<file path="src/sv/sha1s_pkg.sv">
// ----------------------------------------------------------------------------
// sha1s_pkg
// Shared types, constants and helpers of the SHA-1 stream hasher.
// ----------------------------------------------------------------------------
package sha1s_pkg;

  localparam int WORD_W     = 32;
  localparam int NUM_CELLS  = 16;
  localparam int NUM_WORDS  = 5;
  localparam int NUM_ROUNDS = 80;
  localparam int CNT_W      = 61;

  // input opcodes carried on tuser
  localparam logic [1:0] OP_ABSORB  = 2'd0;
  localparam logic [1:0] OP_FINISH  = 2'd1;
  localparam logic [1:0] OP_RESTART = 2'd2;

  // result kinds carried on tuser
  localparam logic ST_DIGEST   = 1'b0;
  localparam logic ST_OVERFLOW = 1'b1;

  localparam logic [CNT_W-1:0] MAX_BYTES = {CNT_W{1'b1}};
  localparam logic [7:0]       PAD_MARK  = 8'h80;

  typedef logic [NUM_WORDS-1:0][WORD_W-1:0] chain_t;

  localparam chain_t H_INIT = {32'hC3D2E1F0, 32'h10325476, 32'h98BADCFE,
                               32'hEFCDAB89, 32'h67452301};

  localparam logic [WORD_W-1:0] K_0 = 32'h5A827999;
  localparam logic [WORD_W-1:0] K_1 = 32'h6ED9EBA1;
  localparam logic [WORD_W-1:0] K_2 = 32'h8F1BBCDC;
  localparam logic [WORD_W-1:0] K_3 = 32'hCA62C1D6;

  // control of the schedule cell row
  typedef struct packed {
    logic shift_byte;
    logic shift_word;
  } cell_ctrl_t;

  // control and status of the round unit
  typedef struct packed {
    logic start;
    logic restart;
  } round_ctrl_t;

  typedef struct packed {
    logic run;
    logic done;
  } round_stat_t;

  // top level sequencer states
  typedef enum logic [4:0] {
    S_IDLE = 5'b00001,
    S_COMP = 5'b00010,
    S_PAD  = 5'b00100,
    S_EMIT = 5'b01000,
    S_OVF  = 5'b10000
  } state_t;

  function automatic logic [WORD_W-1:0] rotl1(input logic [WORD_W-1:0] x);
    return {x[WORD_W-2:0], x[WORD_W-1]};
  endfunction

endpackage

</file>
<file path="src/sv/sha1s_cell.sv">
// ----------------------------------------------------------------------------
// sha1s_cell
// One word of the block / schedule row: shifts a byte in while the block is
// filled, or takes the neighbor's word while the rounds run.
// ----------------------------------------------------------------------------
module sha1s_cell (
  input  logic                             clk,
  input  sha1s_pkg::cell_ctrl_t            ctrl,
  input  logic [7:0]                       byte_in,
  input  logic [sha1s_pkg::WORD_W-1:0]     word_in,
  output logic [sha1s_pkg::WORD_W-1:0]     word
);

  // byte shift keeps big-endian packing, word shift rolls the schedule
  always_ff @(posedge clk) begin
    if (ctrl.shift_word) begin
      word <= word_in;
    end else if (ctrl.shift_byte) begin
      word <= {word[sha1s_pkg::WORD_W-9:0], byte_in};
    end
  end

endmodule

</file>
<file path="src/sv/sha1s_round.sv">
// ----------------------------------------------------------------------------
// sha1s_round
// Round unit: working variables a..e, round counter and chaining value.
// One round per cycle, then a registered fold into the chaining value.
// ----------------------------------------------------------------------------
module sha1s_round (
  input  logic                          clk,
  input  logic                          rst,
  input  sha1s_pkg::round_ctrl_t        ctrl,
  input  logic [sha1s_pkg::WORD_W-1:0]  w_in,
  output sha1s_pkg::round_stat_t        stat,
  output sha1s_pkg::chain_t             chain
);

  localparam int RCNT_W = $clog2(sha1s_pkg::NUM_ROUNDS);

  logic [sha1s_pkg::WORD_W-1:0] a, b, c, d, e;
  logic [RCNT_W-1:0]            rcnt;
  logic                         run;
  logic                         fold;
  logic [sha1s_pkg::WORD_W-1:0] f;
  logic [sha1s_pkg::WORD_W-1:0] k;
  logic [sha1s_pkg::WORD_W-1:0] tmp;

  // round function and constant by round range
  always_comb begin
    if (rcnt < RCNT_W'(20)) begin
      f = (b & c) | (~b & d);
      k = sha1s_pkg::K_0;
    end else if (rcnt < RCNT_W'(40)) begin
      f = b ^ c ^ d;
      k = sha1s_pkg::K_1;
    end else if (rcnt < RCNT_W'(60)) begin
      f = (b & c) | (b & d) | (c & d);
      k = sha1s_pkg::K_2;
    end else begin
      f = b ^ c ^ d;
      k = sha1s_pkg::K_3;
    end
    tmp = {a[26:0], a[31:27]} + f + e + w_in + k;
  end

  // sequencing of one compression
  always_ff @(posedge clk) begin
    if (rst) begin
      run  <= 1'b0;
      fold <= 1'b0;
      rcnt <= '0;
    end else begin
      fold <= run && (rcnt == RCNT_W'(sha1s_pkg::NUM_ROUNDS - 1));
      if (ctrl.start) begin
        run  <= 1'b1;
        rcnt <= '0;
      end else if (run) begin
        if (rcnt == RCNT_W'(sha1s_pkg::NUM_ROUNDS - 1)) begin
          run <= 1'b0;
        end
        rcnt <= rcnt + 1'b1;
      end
    end
  end

  // working variables
  always_ff @(posedge clk) begin
    if (ctrl.start) begin
      a <= chain[0];
      b <= chain[1];
      c <= chain[2];
      d <= chain[3];
      e <= chain[4];
    end else if (run) begin
      a <= tmp;
      b <= a;
      c <= {b[1:0], b[31:2]};
      d <= c;
      e <= d;
    end
  end

  // chaining value
  always_ff @(posedge clk) begin
    if (rst || ctrl.restart) begin
      chain <= sha1s_pkg::H_INIT;
    end else if (fold) begin
      chain[0] <= chain[0] + a;
      chain[1] <= chain[1] + b;
      chain[2] <= chain[2] + c;
      chain[3] <= chain[3] + d;
      chain[4] <= chain[4] + e;
    end
  end

  assign stat.run  = run;
  assign stat.done = fold;

endmodule

</file>
<file path="src/sv/sha1_stream_hasher.sv">
// ----------------------------------------------------------------------------
// sha1_stream_hasher
// SHA-1 over a byte stream with padding, length field and digest output.
// ----------------------------------------------------------------------------
// Absorb items are taken one per cycle while the hasher is idle and shifted
// into a row of sixteen 32-bit cells that hold the block; the 64th byte of
// a block starts the compression, which runs one round per cycle while the
// same row rolls the message schedule. The input is held off after that
// byte until the 80 rounds and the fold into the chaining value are done.
// A finish item feeds the padding and length bytes one per cycle through
// the same row (up to 72 bytes and one or two compressions), then five
// digest words leave at one per cycle while the output is taken. A repeated
// finish re-emits the digest at once. Input tuser is the opcode (absorb,
// finish, restart); output tuser flags the length overflow result.
// ----------------------------------------------------------------------------
module sha1_stream_hasher (
  input  logic        clk,
  input  logic        rst,
  input  logic        s_tvalid,
  output logic        s_tready,
  input  logic [7:0]  s_tdata,   // [7:0] data_byte
  input  logic [1:0]  s_tuser,   // [1:0] opcode
  output logic        m_tvalid,
  input  logic        m_tready,
  output logic [39:0] m_tdata,   // [31:0] digest_word, [34:32] word_index, rest zero
  output logic        m_tlast,
  output logic        m_tuser    // [0] status
);

  localparam int NC = sha1s_pkg::NUM_CELLS;
  localparam int WW = sha1s_pkg::WORD_W;

  sha1s_pkg::state_t      state;
  sha1s_pkg::cell_ctrl_t  cell_ctrl;
  sha1s_pkg::round_ctrl_t rctrl;
  sha1s_pkg::round_stat_t rstat;
  sha1s_pkg::chain_t      chain;

  logic [NC-1:0][WW-1:0]          cw;
  logic [WW-1:0]                  w_new;
  logic [sha1s_pkg::CNT_W-1:0]    byte_count;
  logic [sha1s_pkg::CNT_W-1:0]    count_base;
  logic                           finished;
  logic [5:0]                     pad_off;
  logic                           pad_first;
  logic                           pad_mode;
  logic                           len_ok;
  logic                           fin_last;
  logic [2:0]                     idx;
  logic [63:0]                    len_bits;
  logic [7:0]                     pad_byte;
  logic [7:0]                     byte_in;
  logic                           accept;
  logic                           is_absorb;
  logic                           is_finish;
  logic                           is_restart;
  logic                           ovf;
  logic                           take_byte;
  logic                           out_load;
  logic                           in_pad;

  // input decode
  always_comb begin
    accept     = s_tvalid && s_tready;
    is_absorb  = accept && (s_tuser == sha1s_pkg::OP_ABSORB);
    is_finish  = accept && (s_tuser == sha1s_pkg::OP_FINISH);
    is_restart = accept && (s_tuser == sha1s_pkg::OP_RESTART);
    count_base = finished ? '0 : byte_count;
    ovf        = is_absorb && !finished && (byte_count == sha1s_pkg::MAX_BYTES);
    take_byte  = is_absorb && !ovf;
    in_pad     = (state == sha1s_pkg::S_PAD);
    out_load   = !m_tvalid || m_tready;
  end

  // padding byte: marker, zeros, then the bit length big-endian
  always_comb begin
    len_bits = {byte_count, 3'b000};
    if (pad_first) begin
      pad_byte = sha1s_pkg::PAD_MARK;
    end else if (len_ok && (pad_off >= 6'd56)) begin
      pad_byte = len_bits[{~pad_off[2:0], 3'b000} +: 8];
    end else begin
      pad_byte = 8'h00;
    end
    byte_in = in_pad ? pad_byte : s_tdata;
  end

  // row and round unit control
  always_comb begin
    cell_ctrl.shift_byte = take_byte || in_pad;
    cell_ctrl.shift_word = rstat.run;
    rctrl.start   = (take_byte && (count_base[5:0] == 6'd63))
                 || (in_pad && (pad_off == 6'd63));
    rctrl.restart = (is_absorb && finished) || is_restart;
    w_new = sha1s_pkg::rotl1(cw[13] ^ cw[8] ^ cw[2] ^ cw[0]);
  end

  // row of block / schedule cells
  for (genvar i = 0; i < NC; i++) begin : g_cell
    if (i == NC - 1) begin : g_tail
      sha1s_cell u_cell (
        .clk     (clk),
        .ctrl    (cell_ctrl),
        .byte_in (byte_in),
        .word_in (w_new),
        .word    (cw[i])
      );
    end else begin : g_body
      sha1s_cell u_cell (
        .clk     (clk),
        .ctrl    (cell_ctrl),
        .byte_in (cw[i+1][WW-1 -: 8]),
        .word_in (cw[i+1]),
        .word    (cw[i])
      );
    end
  end

  sha1s_round u_round (
    .clk   (clk),
    .rst   (rst),
    .ctrl  (rctrl),
    .w_in  (cw[0]),
    .stat  (rstat),
    .chain (chain)
  );

  assign s_tready = (state == sha1s_pkg::S_IDLE);

  // sequencer
  always_ff @(posedge clk) begin
    if (rst) begin
      state      <= sha1s_pkg::S_IDLE;
      byte_count <= '0;
      finished   <= 1'b0;
      pad_off    <= '0;
      pad_first  <= 1'b0;
      pad_mode   <= 1'b0;
      len_ok     <= 1'b0;
      fin_last   <= 1'b0;
      idx        <= '0;
    end else begin
      case (state)
        sha1s_pkg::S_IDLE: begin
          if (is_restart) begin
            byte_count <= '0;
            finished   <= 1'b0;
          end else if (ovf) begin
            state <= sha1s_pkg::S_OVF;
          end else if (take_byte) begin
            byte_count <= count_base + 1'b1;
            finished   <= 1'b0;
            pad_mode   <= 1'b0;
            if (count_base[5:0] == 6'd63) begin
              state <= sha1s_pkg::S_COMP;
            end
          end else if (is_finish) begin
            idx <= '0;
            if (finished) begin
              state <= sha1s_pkg::S_EMIT;
            end else begin
              state     <= sha1s_pkg::S_PAD;
              pad_off   <= byte_count[5:0];
              pad_first <= 1'b1;
              pad_mode  <= 1'b1;
              len_ok    <= 1'b0;
              fin_last  <= 1'b0;
            end
          end
        end
        sha1s_pkg::S_PAD: begin
          pad_first <= 1'b0;
          pad_off   <= pad_off + 1'b1;
          if (pad_first && (pad_off < 6'd56)) begin
            len_ok <= 1'b1;
          end
          if (pad_off == 6'd63) begin
            fin_last <= !pad_first && len_ok;
            state    <= sha1s_pkg::S_COMP;
          end
        end
        sha1s_pkg::S_COMP: begin
          if (rstat.done) begin
            if (!pad_mode) begin
              state <= sha1s_pkg::S_IDLE;
            end else if (fin_last) begin
              state    <= sha1s_pkg::S_EMIT;
              finished <= 1'b1;
              pad_mode <= 1'b0;
              idx      <= '0;
            end else begin
              len_ok <= 1'b1;
              state  <= sha1s_pkg::S_PAD;
            end
          end
        end
        sha1s_pkg::S_EMIT: begin
          if (out_load) begin
            idx <= idx + 1'b1;
            if (idx == 3'(sha1s_pkg::NUM_WORDS - 1)) begin
              state <= sha1s_pkg::S_IDLE;
            end
          end
        end
        sha1s_pkg::S_OVF: begin
          if (out_load) begin
            state <= sha1s_pkg::S_IDLE;
          end
        end
        default: begin
          state <= sha1s_pkg::S_IDLE;
        end
      endcase
    end
  end

  // output register valid
  always_ff @(posedge clk) begin
    if (rst) begin
      m_tvalid <= 1'b0;
    end else if (out_load) begin
      m_tvalid <= (state == sha1s_pkg::S_EMIT) || (state == sha1s_pkg::S_OVF);
    end
  end

  // output register payload
  always_ff @(posedge clk) begin
    if (out_load) begin
      if (state == sha1s_pkg::S_OVF) begin
        m_tdata <= '0;
        m_tlast <= 1'b1;
        m_tuser <= sha1s_pkg::ST_OVERFLOW;
      end else begin
        m_tdata <= {5'b00000, idx, chain[idx]};
        m_tlast <= (idx == 3'(sha1s_pkg::NUM_WORDS - 1));
        m_tuser <= sha1s_pkg::ST_DIGEST;
      end
    end
  end

endmodule

</file>
<file path="config.mk">
export PLATFORM = sky130hd
export DESIGN_NAME = sha1_stream_hasher
export DESIGN_NICKNAME = d
export VERILOG_FILES = /design/src/sv/sha1s_pkg.sv /design/src/sv/sha1s_cell.sv /design/src/sv/sha1s_round.sv /design/src/sv/sha1_stream_hasher.sv
export SDC_FILE = /design/constraint.sdc
export NUM_CORES = 2
export LEC_CHECK = 0
export ABC_AREA = 1
export BUFFER_PORTS_ARGS = -buffer_cell sky130_fd_sc_hd__buf_2
export CORE_MARGIN = 5
export CORE_UTILIZATION = 40
export DETAILED_ROUTE_END_ITERATION = 7
export GPL_TIMING_DRIVEN = 0
export PLACE_DENSITY_LB_ADDON = 0.25
export SYNTH_ARGS = -nofsm -noshare
export SYNTH_HDL_FRONTEND = slang
export SYNTH_SLANG_ARGS = --single-unit
</file>
<file path="constraint.sdc">
create_clock -name clk -period 22.6 [get_ports clk]
set_input_delay 4.52 -clock clk [delete_from_list [all_inputs] [get_ports clk]]
set_output_delay 4.52 -clock clk [all_outputs]
set_load 0.03 [all_outputs]
</file>
# == Word level (Yosys, flattened, before mapping) ==
# Index checks and enable logic that the tools add are counted.
# word_totals
register_bits,964
latch_bits,0
mem_bits_rw,0
mem_bits_ro,0
inputBits,14
wordCells,273
mem_count,0
# classes
addsub,13
mul,0
div,0
magnitude_cmp,6
n_eq_ne,33
n_shift,1
n_mux,122
bitwise_logic,14
n_reduce_logical,41
# op_table
operator,count
2-to-1 mux 32 bit,48
adder 32 bit,9
2-to-1 mux 61 bit,4
XOR 32 bit,5
AND 32 bit,4
binary-select mux 32 bit (select 3 bit),1
OR 32 bit,3
indexed part select 64 x 7 -> 8 bit,1
"adder 61 x 1 -> 61 bit, second input constant",1
"equality test 61 bit, second input constant",1
2-to-1 mux 5 bit,10
NOT 32 bit,1
2-to-1 mux 1 bit,31
2-to-1 mux 31 bit,1
2-to-1 mux 6 bit,5
case mux 5 bit (5 select lines),1
2-to-1 mux 3 bit,8
2-to-1 mux 8 bit,3
"inequality test 2 bit, second input constant",11
AND reduction 6 bit,3
logical AND 1 bit,14
"less-than comparator 7 x 6 -> 1 bit, second input constant",2
"equality test 6 bit, second input constant",2
2-to-1 mux 4 bit,3
38 further kinds,58

# == Depth between registers and ports, before layout ==
# depth
word_depth,12
mapped_depth,28
depth_no_buf,28

# == Cells and area by module ==
# A second synthesis with hierarchy kept.
# unflattened
hier_cells,8147
hier_area_um2,62008.2
# modules_own_cells
mod,n_inst,cells_each,area_per_inst_um2,seq_area_each_um2
sha1s_round,1,4227,28870.2,8187.9
sha1s_cell,16,137,1401.3,960.9
sha1_stream_hasher,1,1728,10716.5,2732.6

# == Worst setup path before layout ==
# Ideal clock, no wire load.
# synth_timing
path_kind,input to register
from,in s_tvalid
to,"reg g_cell[0].g_body.u_cell.word[0] (netlist bit), enable pin"
setup_time_ns,4.929
arrival_time_ns,16.533
required_ns,17.671
path_slack_ns,1.138
cell_stages,7
path_cell_list,inv_1 -> nor2_1 -> inv_1 -> nor3_4 -> o21ai_2 -> buf_2 -> nand3_1
# synth_between
elab_chain_cells,8
# synth_rtl
item,line_no,source
start: declaration,sha1_stream_hasher.sv:19,"input logic s_tvalid,"
logical AND 1 bit (*),sha1_stream_hasher.sv:64,accept = s_tvalid && s_tready;
logical AND 1 bit (*),sha1_stream_hasher.sv:65,is_absorb = accept && (s_tuser == sha1s_pkg::OP_ABSORB);
logical AND 1 bit (2 in a row),sha1_stream_hasher.sv:69,ovf = is_absorb && !finished && (byte_count == sha1s_pkg::MAX_BYTES);
zero test 1 bit,sha1_stream_hasher.sv:70,take_byte = is_absorb && !ovf;
logical AND 1 bit (*),sha1_stream_hasher.sv:70,
logical OR 1 bit (*),sha1_stream_hasher.sv:90,cell_ctrl.shift_byte = take_byte || in_pad;
nonzero test 2 bit (no line) (*),n/a,
end signal: assignment,sha1s_cell.sv:17,word <= word_in;
end signal: assignment,sha1s_cell.sv:19,"word <= {word[sha1s_pkg::WORD_W-9:0], byte_in};"
end: declaration,sha1s_cell.sv:11,output logic [sha1s_pkg::WORD_W-1:0] word
# Mark *: on every way between the ends. The rest lies on a longest branch, timed or not.
# A chain may end at the register's enable or synchronous reset.

# == Final worst setup path ==
# layout_timing
from,reg u_round.rcnt[4]
to,"reg u_round.a[23] (netlist bit), data pin"
# layout_between
elab_chain_cells,10
# layout_rtl
item,line_no,source
start: declaration,sha1s_round.sv:18,logic [RCNT_W-1:0] rcnt;
start signal: assignment,sha1s_round.sv:58,rcnt <= rcnt + 1'b1;
less-than comparator 7 x 6 -> 1 bit,sha1s_round.sv:33,end else if (rcnt < RCNT_W'(60)) begin
2-to-1 mux 32 bit,sha1s_round.sv:33,
2-to-1 mux 32 bit,sha1s_round.sv:30,end else if (rcnt < RCNT_W'(40)) begin
2-to-1 mux 32 bit,sha1s_round.sv:27,if (rcnt < RCNT_W'(20)) begin
adder 32 bit (3 in a row),sha1s_round.sv:40,"tmp = {a[26:0], a[31:27]} + f + e + w_in + k;"
adder 32 bit (*),sha1s_round.sv:40,
2-to-1 mux 32 bit (*),sha1s_round.sv:71,end else if (run) begin
2-to-1 mux 32 bit (*),sha1s_round.sv:65,if (ctrl.start) begin
end signal: assignment,sha1s_round.sv:66,a <= chain[0];
end signal: assignment,sha1s_round.sv:72,a <= tmp;
end: declaration,sha1s_round.sv:17,"logic [sha1s_pkg::WORD_W-1:0] a, b, c, d, e;"
# Mark *: on every way between the ends. The rest lies on a longest branch, timed or not. The select of a mux whose other input is x is not followed.

==> results_dict.tcl <==
set metrics [dict create \
    avgViaCountPerCell 5.62 \
    post_cts_buffers 0 \
    hold_violations 0 \
    globalRouteTotalUtil_pct 33.0 \
    grt_first_pass_wirelength_um 388000 \
    synthCells 8090 \
    dp_slack_ps 14620 \
    ys_async_sr_fraction_pct 0 \
    cts-resized-gates 0 \
    hold_class "reg2reg" \
    cts_buffer_depth 3 \
    cts_tree "yes" \
    grt.overflow.total 0 \
    min_path_cells 2 \
    coreArea_um2 152000 \
    ys.warnings.count 0 \
    hold_path_end "g_cell[1].g_body.u_cell.word[15]" \
    clock_latency_ps 810 \
    skew_ps 96.7 \
    fmax_ghz 0.129 \
    timing.rr.end "u_round.a[23]" \
    reg2reg_from "u_round.rcnt[4]" \
    maxCapViolations 2 \
    grt_max_degree 65 \
    firstDrtPassIters 8 \
    ys_ff_latch 959 \
    period_share_pct 34.2 \
    die_y_um 401 \
    yosysSeqAreaShare_pct 43.0 \
    status "complete, but fails checks" \
    synth_cell_types 54 \
    cp.arrival_ps 8220 \
    tightest_slew_ps 1660 \
    crit_slowest_cell "buf_1" \
    drv_slew 22 \
    grt_pass1_vias 54579 \
    reg2reg_slack_ps 14870 \
    crit_chain "o21ai_0, nand2_1, nand2_1, buf_2, buf_1, o221ai_1, fa_1, inv_1, fa_1, inv_1, fa_1, inv_1, ha_1, nand2_1, nor2_1, a21oi_1, or2_2, nand3_1, nand2_1, nand3_1, o21ai_2" \
    setup_viol 0 \
    violations "design-rule violations, max-capacitance violations, max-slew violations" \
    muxShareOfSynthArea_pct 0 \
    p_leak_uw 0.0288 \
    rsz0062_at_grt "no" \
    die_w_um 401 \
    cp-startpoint "u_round.rcnt[4]" \
    start_util_pct 40.2 \
    r2r_cells 21 \
    final_nets 8607 \
    yosys.area_share.simple_pct 25.5 \
    path_common_cell "nand2_1" \
    yosys_most_used_dff "edfxtp_1" \
    drt_wl_total_um 275000 \
    globalplace.congestion 1.08 \
    die_area_um2 161000 \
    num_vias 58505 \
    p_per_area_nw_per_um2 77.6 \
    critPathTopFamily "adder cells" \
    synth_compound_area_share_pct 12.4 \
    fin_crit_ps 7730 \
    min_from "g_cell[1].g_body.u_cell.word[7]" \
    crit_type "reg2reg" \
    synth_area_per_cell_um2 7.56 \
    drtIter0Drc 7826 \
    end_kind "flip-flop" \
    critPathMaxStageDelay_ps 970 \
    cts_buffers 108 \
    remaining_drc_errors 1 \
    startpoint_type "flip-flop" \
    drive_above_1_share_pct 4.11 \
    syn_area_um2 61200 \
    maxSlewHeadroom_pct -10.4 \
    synth_top_family_by_area "simple AND/OR/NAND/NOR gates" \
    cts_root_buf "clkbuf_16" \
    yosys.area_share.adder_pct 8.11 \
    setup_ws_ps 14870 \
    cp_max_fo 11 \
    synth_xor_area_share_pct 2.41 \
    utilization_pct 44.6 \
    ir_drop_v 0.0000679 \
    route.antenna.remaining_nets 0 \
    crit_buf_inv 5 \
    drt-wirelength-per-cell_um 26.4 \
    htree_levels 3 \
    worst_ep_required_time_ps 23100 \
    cts.sinks 959 \
    path_clk_slew_ps 60 \
    placementRows 143 \
    dp_hpwl_um 218000 \
    synth_edf_count 709 \
    hold_buffers 0 \
    syn_to_final_growth_pct 10.9 \
    finalHoldWorstSlack_ps 489 \
    io_pins 58 \
    antenna_found_initial 16 \
    io_buffers 51 \
]
layout make-up:
type                       instances  area (um2)
antenna                           11        27.5
buffer                           301        1300
clock buffer                     141        2860
clock inverter                    61         647
fill                           15643       84200
inverter                        1055        3960
multi-input combinational       5779       29700
sequential                       959       26300
tap                             2030        2540
timing repair buffer              64         586
synthesized netlist by cell type (104+ instances only):
library cell	number	share of area, %
edfxtp_1	709	35
o21ai_0	741	6.1
nand3_1	470	3.8
nand2_1	2552	16
clkbuf_1	232	1.4
dfxtp_1	250	8.2
ha_1	206	4.2
a21oi_1	487	4.0
fa_1	119	3.9
xnor2_1	104	1.5
nor2_1	620	3.8
inv_1	1040	6.4
report_power, final:
part           leakage (uW)  switching (uW)  internal (uW)  total (uW)
registers           0.00854             154           2180        2330
clock network       0.00168             810            979        1790
logic                0.0185             799            348        1150
total                0.0288            1760           3510        5270
how the worst max path moves through the flow:
stage                                             endpoint  cells after the start
after CTS                                    u_round.a[23]                     21
after global placement    g_cell[5].g_body.u_cell.word[14]                      8
after floorplan            g_cell[0].g_body.u_cell.word[0]                      7
final                                        u_round.a[23]                     21
after detailed placement                 u_round.chain[99]                      7
after global routing                         u_round.a[23]                     21
layer usage:
layer	part of all wire, %	wire [um]	global-route usage (%)	up-vias
li1	-	-	-	26764
met1	42	115000	46.1	27955
met2	42	116000	48.9	3179
met3	11	30600	8.03	601
met4	5.0	13800	13.8	6
met5	0.015	42	0	-
logic make-up after synthesis:
logic type,after synthesis
flip-flops,959
AND/OR/NAND/NOR,3851
buffers and inverters,1356
AO/OA/AOI/OAI,1430
other,1
XOR/XNOR,168
adder cells (fa/ha/maj),325
through the flow:
step | total power [uW] | TNS (ps) | std cells | area (um2)
after floorplan | 3170 | 0 | 8094 | 61200
after global placement | 3670 | -3344810 | 10175 | 64000
after detailed placement | 3490 | 0 | 10188 | 64300
after CTS | 5260 | 0 | 10390 | 67800
after global routing | 5470 | 0 | 10390 | 67800
final | 5270 | 0 | 10401 | 67900
worst min-delay path: stages, from the launching register on:
cell and delay (ps):
edfxtp_1 340, nand2_1 60, nand2_1 50
cells in the final DEF (no fill, tap or decap), drive strengths merged, types with 5 or more instances in the layout:
| cell | netlist | routed |
|---|---|---|
| nand3 | 475 | 475 |
| a21o | 9 | 9 |
| dfxtp | 250 | 250 |
| and2 | 6 | 6 |
| nor4 | 6 | 6 |
| inv | 1046 | 1048 |
| clkinv | 9 | 56 |
| o21bai | 41 | 41 |
| nand4 | 75 | 75 |
| ha | 206 | 206 |
| nor3 | 44 | 44 |
| nor2 | 631 | 631 |
| a21oi | 487 | 487 |
| o211ai | 53 | 53 |
| buf | 67 | 131 |
| a221oi | 6 | 6 |
| o21ai | 783 | 783 |
| bufinv | 0 | 7 |
| fa | 119 | 119 |
| nand3b | 25 | 25 |
| or2 | 26 | 26 |
| clkbuf | 234 | 375 |
| diode | 0 | 11 |
| xnor2 | 104 | 104 |
| o22ai | 12 | 12 |
| nand2 | 2557 | 2557 |
| a211oi | 7 | 7 |
| o221ai | 6 | 6 |
| clkinvlp | 0 | 5 |
| conb | 1 | 5 |
| o21a | 5 | 5 |
| xor2 | 64 | 64 |
| a31oi | 10 | 10 |
| edfxtp | 709 | 709 |
sequential cells by signal, indices dropped and copies added, names as in the netlist, 6 cells and up:
name	flops
byte_count	61
g_cell.g_body.u_cell.word	480
g_cell.g_tail.u_cell.word	32
m_tdata	35
pad_off	6
u_round.a	32
u_round.b	32
u_round.c	32
u_round.chain	160
u_round.d	32
u_round.e	32
u_round.rcnt	7
No activity file was read; power rests on OpenSTA's default activity.
